--- src/rtl/atm_pkg.sv ---
// ----------------------------------------------------------------------------
// atm_pkg: shared types and constants for the alarm table
// Item and result structs, command codes, table sizing.
// ----------------------------------------------------------------------------
package atm_pkg;

	// table capacity (1..8, set by the 3-bit index field)
	localparam int MAX_ENTRIES = 8;

	// index into the table storage
	localparam int IDX_W = (MAX_ENTRIES > 1) ? $clog2(MAX_ENTRIES) : 1;
	// pointers and entry count: must hold MAX_ENTRIES and the 3-bit index field
	localparam int CNT_W = $clog2(MAX_ENTRIES + 1);
	localparam int PTR_W = (CNT_W > 3) ? CNT_W : 3;

	localparam logic [4:0] LAST_HOUR        = 5'd23;
	localparam logic [5:0] MINUTES_PER_HOUR = 6'd60;

	typedef enum logic [1:0] {
		FUNC_ADD    = 2'd0,
		FUNC_REMOVE = 2'd1,
		FUNC_READ   = 2'd2,
		FUNC_TICK   = 2'd3
	} func_t;

	typedef struct packed {
		func_t       func;
		logic [4:0]  hour;
		logic [5:0]  minute;
		logic [5:0]  second;
		logic [7:0]  song;
		logic [2:0]  index;
	} alarm_in_t;

	typedef struct packed {
		logic        ok;
		logic [4:0]  entry_hour;
		logic [5:0]  entry_minute;
		logic [7:0]  entry_song;
		logic [3:0]  alarm_count;
		logic        fired;
		logic [7:0]  fired_song;
	} alarm_out_t;

	// one stored alarm
	typedef struct packed {
		logic [4:0]  hour;
		logic [5:0]  minute;
		logic [7:0]  song;
	} entry_t;

endpackage

--- src/rtl/alarm_table_time_match.sv ---
// ----------------------------------------------------------------------------
// alarm_table_time_match: alarm table with add/remove/read and time match
// Flow: an accepted item walks n entries (n = 0..MAX_ENTRIES) in SCAN, then FINISH, then OUT;
//   refused commands go from IDLE straight to OUT.
// Handshake: one item at a time; the next is taken in the cycle after the result
//   is taken. The walk is set by the single read port of the table memory.
// Reset: arst_n clears entry count, running marks, sequencer and output valid.
// ----------------------------------------------------------------------------
module alarm_table_time_match (
	input  logic                 clk,
	input  logic                 arst_n,
	input  logic                 in_valid,
	output logic                 in_ready,
	input  atm_pkg::alarm_in_t   in_data,
	output logic                 out_valid,
	input  logic                 out_ready,
	output atm_pkg::alarm_out_t  out_data
);

	// Sequencer:
	//   IDLE   - take an item, check range/index, set up a walk [rd_ptr, stop)
	//   SCAN   - read one entry per cycle; the entry read last cycle is
	//            evaluated while the next one is fetched
	//   FINISH - final table write / count update, build the result
	//   OUT    - hold the result until taken
	typedef enum logic [1:0] {
		ST_IDLE,
		ST_SCAN,
		ST_FINISH,
		ST_OUT
	} state_t;

	state_t                          state_q;
	atm_pkg::alarm_in_t              item_q;
	atm_pkg::alarm_out_t             out_q;
	logic [atm_pkg::PTR_W-1:0]       count_q;
	logic [atm_pkg::PTR_W-1:0]       rd_ptr_q;
	logic [atm_pkg::PTR_W-1:0]       stop_q;
	logic [atm_pkg::PTR_W-1:0]       ev_ptr_q;
	logic                            ev_vld_q;
	logic [atm_pkg::MAX_ENTRIES-1:0] marks_q;
	logic                            dup_q;
	logic                            fired_q;
	logic [7:0]                      fsong_q;
	atm_pkg::entry_t                 ent_q;

	// table storage: one write port, one registered read port
	atm_pkg::entry_t                 mem [atm_pkg::MAX_ENTRIES];
	atm_pkg::entry_t                 mem_rdata_q;
	logic                            mem_we;
	logic [atm_pkg::IDX_W-1:0]       mem_waddr;
	atm_pkg::entry_t                 mem_wdata;
	logic [atm_pkg::IDX_W-1:0]       mem_raddr;

	logic                            accept;
	logic [atm_pkg::PTR_W-1:0]       idx_ext;
	logic [atm_pkg::PTR_W-1:0]       cnt_next;
	logic [atm_pkg::IDX_W-1:0]       ev_ix;
	logic [atm_pkg::IDX_W-1:0]       ev_ix_dn;
	logic                            ev_match;
	atm_pkg::alarm_out_t             fail_res;
	atm_pkg::alarm_out_t             fin_res;

	assign in_ready  = (state_q == ST_IDLE);
	assign out_valid = (state_q == ST_OUT);
	assign out_data  = out_q;
	assign accept    = in_valid && in_ready;

	assign idx_ext   = atm_pkg::PTR_W'(in_data.index);
	assign ev_ix     = ev_ptr_q[atm_pkg::IDX_W-1:0];
	// remove walk starts at index+1, so ev_ptr is never zero there
	assign ev_ix_dn  = atm_pkg::IDX_W'(ev_ptr_q - atm_pkg::PTR_W'(1));
	assign ev_match  = (mem_rdata_q.hour == item_q.hour) &&
		(mem_rdata_q.minute == item_q.minute);
	assign mem_raddr = rd_ptr_q[atm_pkg::IDX_W-1:0];

	// count after this item
	always_comb begin
		cnt_next = count_q;
		unique case (item_q.func)
			atm_pkg::FUNC_ADD:    if (!dup_q) cnt_next = count_q + atm_pkg::PTR_W'(1);
			atm_pkg::FUNC_REMOVE: cnt_next = count_q - atm_pkg::PTR_W'(1);
			atm_pkg::FUNC_READ,
			atm_pkg::FUNC_TICK:   cnt_next = count_q;
		endcase
	end

	always_comb begin
		fail_res             = '0;
		fail_res.alarm_count = 4'(count_q);

		fin_res              = '0;
		fin_res.entry_hour   = ent_q.hour;
		fin_res.entry_minute = ent_q.minute;
		fin_res.entry_song   = ent_q.song;
		fin_res.alarm_count  = 4'(cnt_next);
		fin_res.fired        = fired_q;
		fin_res.fired_song   = fsong_q;
		unique case (item_q.func)
			atm_pkg::FUNC_ADD:    fin_res.ok = !dup_q;
			atm_pkg::FUNC_REMOVE,
			atm_pkg::FUNC_READ:   fin_res.ok = 1'b1;
			atm_pkg::FUNC_TICK:   fin_res.ok = 1'b0;
		endcase
	end

	// table write: shift-down during a remove walk, append at the end of an add
	always_comb begin
		mem_we    = 1'b0;
		mem_waddr = ev_ix_dn;
		mem_wdata = mem_rdata_q;
		if (state_q == ST_SCAN && ev_vld_q && item_q.func == atm_pkg::FUNC_REMOVE) begin
			mem_we = 1'b1;
		end else if (state_q == ST_FINISH && item_q.func == atm_pkg::FUNC_ADD && !dup_q) begin
			mem_we           = 1'b1;
			mem_waddr        = count_q[atm_pkg::IDX_W-1:0];
			mem_wdata.hour   = item_q.hour;
			mem_wdata.minute = item_q.minute;
			mem_wdata.song   = item_q.song;
		end
	end

	always_ff @(posedge clk) begin
		if (mem_we) begin
			mem[mem_waddr] <= mem_wdata;
		end
		mem_rdata_q <= mem[mem_raddr];
	end

	always_ff @(posedge clk or negedge arst_n) begin
		if (!arst_n) begin
			state_q  <= ST_IDLE;
			count_q  <= '0;
			marks_q  <= '0;
			ev_vld_q <= 1'b0;
		end else begin
			unique case (state_q)
				ST_IDLE: begin
					if (accept) begin
						item_q   <= in_data;
						dup_q    <= 1'b0;
						fired_q  <= 1'b0;
						fsong_q  <= '0;
						ent_q    <= '0;
						ev_vld_q <= 1'b0;
						state_q  <= ST_SCAN;
						unique case (in_data.func)
							atm_pkg::FUNC_ADD: begin
								// full table or time out of range: refuse at once
								if (count_q >= atm_pkg::PTR_W'(atm_pkg::MAX_ENTRIES) ||
									in_data.hour > atm_pkg::LAST_HOUR ||
									in_data.minute >= atm_pkg::MINUTES_PER_HOUR) begin
									out_q   <= fail_res;
									state_q <= ST_OUT;
								end
								rd_ptr_q <= '0;
								stop_q   <= count_q;
							end
							atm_pkg::FUNC_REMOVE: begin
								if (idx_ext >= count_q) begin
									out_q   <= fail_res;
									state_q <= ST_OUT;
								end
								rd_ptr_q <= idx_ext + atm_pkg::PTR_W'(1);
								stop_q   <= count_q;
							end
							atm_pkg::FUNC_READ: begin
								if (idx_ext >= count_q) begin
									out_q   <= fail_res;
									state_q <= ST_OUT;
								end
								rd_ptr_q <= idx_ext;
								stop_q   <= idx_ext + atm_pkg::PTR_W'(1);
							end
							atm_pkg::FUNC_TICK: begin
								rd_ptr_q <= '0;
								stop_q   <= count_q;
							end
						endcase
					end
				end

				ST_SCAN: begin
					// fetch side
					if (rd_ptr_q < stop_q) begin
						ev_vld_q <= 1'b1;
						ev_ptr_q <= rd_ptr_q;
						rd_ptr_q <= rd_ptr_q + atm_pkg::PTR_W'(1);
					end else begin
						ev_vld_q <= 1'b0;
						state_q  <= ST_FINISH;
					end
					// evaluate side: entry fetched last cycle
					if (ev_vld_q) begin
						unique case (item_q.func)
							atm_pkg::FUNC_ADD: begin
								if (ev_match) dup_q <= 1'b1;
							end
							atm_pkg::FUNC_REMOVE: begin
								// running mark moves down with its entry
								marks_q[ev_ix_dn] <= marks_q[ev_ix];
							end
							atm_pkg::FUNC_READ: begin
								ent_q <= mem_rdata_q;
							end
							atm_pkg::FUNC_TICK: begin
								if (!marks_q[ev_ix]) begin
									if (ev_match && item_q.second == '0) begin
										marks_q[ev_ix] <= 1'b1;
										// lowest index wins the song
										if (!fired_q) begin
											fired_q <= 1'b1;
											fsong_q <= mem_rdata_q.song;
										end
									end
								end else if (item_q.second != '0) begin
									marks_q[ev_ix] <= 1'b0;
								end
							end
						endcase
					end
				end

				ST_FINISH: begin
					out_q   <= fin_res;
					count_q <= cnt_next;
					if (item_q.func == atm_pkg::FUNC_ADD && !dup_q) begin
						marks_q[count_q[atm_pkg::IDX_W-1:0]] <= 1'b0;
					end else if (item_q.func == atm_pkg::FUNC_REMOVE) begin
						// slot vacated at the top of the table
						marks_q[cnt_next[atm_pkg::IDX_W-1:0]] <= 1'b0;
					end
					state_q <= ST_OUT;
				end

				ST_OUT: begin
					if (out_ready) state_q <= ST_IDLE;
				end
			endcase
		end
	end

	// count never passes capacity
	a_count_range: assert property (@(posedge clk) disable iff (!arst_n)
		count_q <= atm_pkg::PTR_W'(atm_pkg::MAX_ENTRIES))
		else $error("entry count above capacity");

	// running marks above the stored entries stay clear between items
	a_marks_clear: assert property (@(posedge clk) disable iff (!arst_n)
		(state_q == ST_IDLE) |-> ((marks_q >> count_q) == '0))
		else $error("running mark set beyond entry count");

	// taking a result frees the block for the next item
	a_ready_after_out: assert property (@(posedge clk) disable iff (!arst_n)
		(out_valid && out_ready) |=> (in_ready && !out_valid))
		else $error("block not ready after result taken");

	// a fire only comes from a tick, and a fired result never reports success
	a_fire_tick: assert property (@(posedge clk) disable iff (!arst_n)
		(out_valid && out_data.fired) |-> (item_q.func == atm_pkg::FUNC_TICK && !out_data.ok))
		else $error("fired flag on a non-tick result");

endmodule

--- config.mk ---
export PLATFORM = sky130hd
export DESIGN_NAME = alarm_table_time_match
export DESIGN_NICKNAME = d
export VERILOG_FILES = /design/src/rtl/atm_pkg.sv /design/src/rtl/alarm_table_time_match.sv
export SDC_FILE = /design/constraint.sdc
export NUM_CORES = 1
export LEC_CHECK = 0
export BUFFER_PORTS_ARGS = -buffer_cell sky130_fd_sc_hd__buf_4
export CORE_MARGIN = 4
export CORE_UTILIZATION = 37
export DETAILED_ROUTE_END_ITERATION = 10
export PLACE_DENSITY_LB_ADDON = 0.3
export RECOVER_POWER = 100
export REMOVE_ABC_BUFFERS = 1
export SETUP_SLACK_MARGIN = 0.15
export SLEW_MARGIN = 5
export SYNTH_ARGS = -nofsm -noshare
export SYNTH_HDL_FRONTEND = slang
export SYNTH_SLANG_ARGS = --single-unit
--- constraint.sdc ---
create_clock -name clk -period 4.28 [get_ports clk]
set_input_delay 0.428 -clock clk [delete_from_list [all_inputs] [get_ports clk]]
set_output_delay 0.428 -clock clk [all_outputs]
set_load 0.005 [all_outputs]
==> impl_metrics.ini <==
[floorplan]
die-area_um2 = 35500
floorplan.die.width_um = 188
design.core.area_um2 = 31800
num_io_pins = 69
floorplan.initialDensity_pct = 37.8
rows = 65
die_height_um = 188

[route]
wl_per_cell_um = 19.5
drt_first_pass_iters = 4
vias = 6491
totalWireLength_um = 25000
detail_route.vias_per_cell = 5.06
initialDrtViolationCount = 417
drtAntennaViolNets = 0
drc = 0

[status]
violations = capacitance limit, slew limit
status = finished, violations left

[synthesis]
synth-edff-count = 252
synthesis.area_um2 = 12000
yosys_warnings = 0
synth_seq_cells = 286
synthArstFlopShare_pct = 5.24
gate_count_of_the_mapped_netlist = 738
syn_avg_cell_area_um2 = 16.3
synth_ff_type = edfxtp_1
yosys.cell_types.count = 52
ys_seq_area_share_pct = 69.2

[critical_path]
timing.critical_path.slowest_stage_cell = clkbuf_1
path_max_fanout = 19
critical_path.max_stage_delay_ns = 1.20
critPathLaunchType = register
timing.critical_path.max_delay_family = buffers and inverters
worst-path-buf-inv = 2
worst_ep_required_time_ns = 4.42
critical_path.cell_chain = inv_1 -> ha_1 -> xor2_1 -> mux2i_1 -> nor3_2 -> clkbuf_1
criticalPathCategory = register to register
cp_data_arrival_time_ns = 3.68
end_kind = register

[timing]
fin_hold_ws_ns = 0.0798
timing.final.ws_setup_ns = 0.742
finalCritPeriodShare_pct = 82.7
timing_worst_slew_pin_value_ns = 2.63
period_needed_ns = 3.54
setup_total_negative_slack_ns = 0
unrepaired_setup_endpoints_after_global_routing = false
hold_viol_final = 0
final.setup_skew_ns = 0.0166
setup-violations-final = 0
fmax_mhz = 283
max-slew-margin-rel_pct = -75.6
timing_max_transition_violations_final = 180

[grt]
grt_overflow = 0
via_count_of_the_first_global_routing_pass = 6606
grt_pass1_wl_um = 38700
antenna_violations_before_repair = 0
global_route.usage.total_pct = 13.9
grt_max_degree = 54

[clocking]
tritoncts = done
cts_sinks = 286
clock_latency_at_the_later_pin_of_the_worst_skew_pair_ns = 0.55
cts_inserted_buffers = 31
clk_pin_slew_worst_paths_ns = 0.06
cts_setup_buffers = 0
maximum_level_of_the_cts_h_tree = 1
clk_root_buffer_cell = clkbuf_16
clock_path_buffers = 3

[final_layout]
finalInstanceArea_um2 = 14100
final_nets = 884
leading_cell_type_in_the_layout_fill_and_taps_excluded = edfxtp_1
num_antenna_cells = 0
flow.area_growth_from_synthesis_pct = 16.9
most-common-layout-cells = edfxtp_1 (252), clkbuf_4 (52), mux4_2 (39), nor2_1 (33), and2_0 (32)
post_route_cells_drive_above_1_share_pct = 21.8

[place]
buffer_ports.inserted = 68
gp_routability_congestion = 0.812
post_dp_cell_area_um2 = 13100
detailedPlace.worstSlack_ns = 1.33
place_hpwl_um = 15200

[power_and_ir_drop]
p_leak_uw = 0.00488
cell_internal_pwr_uw = 6250
sw_frac_of_total_pct = 28.8
clockPowerShare_pct = 30.5
power.ir.vdd_worst_v = 0.000382
power_frac_comb_pct = 24.2
post-layout-total-power_uw = 8770
power.density_nw_per_um2 = 623
power.share.sequential_pct = 45.3
switchingPower_uw = 2520

[flow_run]
drv_cap = 6

[min_path]
worst_hold_path_type = input port to register
## worst paths after layout
kind,start,slack [ns],endpoint,cells past startpoint
worst max register to register,ev_ptr_q[0],0.74,mem[5][16],6
worst min register to register,fsong_q[2],0.52,out_data[2],1
worst min-delay path,in_data[5],0.08,item_q[5],1
min in group asynchronous,arst_n,0.67,asynchronous set/reset pin,2
max in group asynchronous,arst_n,2.86,ev_vld_q,2
worst max-delay path,ev_ptr_q[0],0.74,mem[5][16],6
## repair_timing
| action | 4_1_cts | 5_1_grt |
|---|---|---|
| setup endpoints to repair | 0 | 0 |
| gates resized for setup | 0 | 0 |
| hold buffers | 1 | 0 |
| hold endpoints to repair | 15 | 0 |
## cell usage after synthesis, types with 10 or more instances
cell type,count,area [µm²]
o21ai_0,11,55.1
xnor2_1,17,149
ha_1,25,313
nor2_1,33,124
clkbuf_1,23,86.3
mux2i_1,17,170
dfrtp_1,15,375
dfxtp_1,19,380
nor3_1,26,130
nand2_1,26,97.6
inv_1,22,82.6
mux2_2,39,439
and2_1,49,307
edfxtp_1,252,7570
a21oi_1,15,75.1
mux4_2,39,878
nand2b_1,10,62.6
## routing by layer
layer | vias to the layer above | track usage [%] | routed length [µm]
met5 | - | 0 | 0
li1 | 3000 | - | -
met3 | 42 | 1.89 | 880
met1 | 3320 | 18.8 | 11300
met2 | 129 | 23.8 | 12200
met4 | 0 | 3.90 | 642
## registers in the layout, summed over array words and instances (netlist names), named ones only
name	count
ev_ptr_q	3
ent_q	19
state_q	2
out_data	33
dup_q	1
item_q	27
rd_ptr_q	4
mem	152
mem_rdata_q	19
count_q	4
stop_q	4
fsong_q	8
ev_vld_q	1
fired_q	1
## power by group through the flow
stage	registers, µW	logic [µW]	clock network (µW)
after global placement	4010	2160	0
after CTS	3970	2210	2750
after global routing	4010	2370	2860
after detailed placement	4020	2200	0
final	3970	2120	2680
after floorplan	4050	1380	0
## through the flow
| step | instances | utilization, % |
|---|---|---|
| 2_1_floorplan | 704 | - |
| 3_3_place_gp | 1226 | 41.3 |
| 3_5_place_dp | 1226 | 41.3 |
| 4_1_cts | 1284 | 44.6 |
| 5_1_grt | 1284 | 44.3 |
| 6_report | 1284 | 44.3 |
## final cells by class
cell class                 instances  area [µm²]
tap                              435         544
multi-input combinational        394        3490
clock inverter                    17         200
fill                            2819       17700
inverter                          24        90.1
clock buffer                      40         840
sequential                       286        8320
timing repair buffer              88         581
## worst register-to-register path, cell delays in order (launching register included)
cell	delay, ns
edfxtp_1	0.69
inv_1	0.17
ha_1	0.27
xor2_1	0.28
mux2i_1	0.26
nor3_2	0.24
clkbuf_1	1.20
## cell families (layout without fill, tap and decap cells)
group	Yosys count	count (layout)	synth area share, %
AO/OA/AOI/OAI	67	67	3.88
multiplexers	103	103	13.1
buffers and inverters	58	169	1.97
AND/OR/NAND/NOR	181	181	7.96
XOR/XNOR	18	18	1.31
flip-flops	286	286	69.2
adder cells (fa/ha/maj)	25	25	2.60
(Power assumes the default switching activity.)
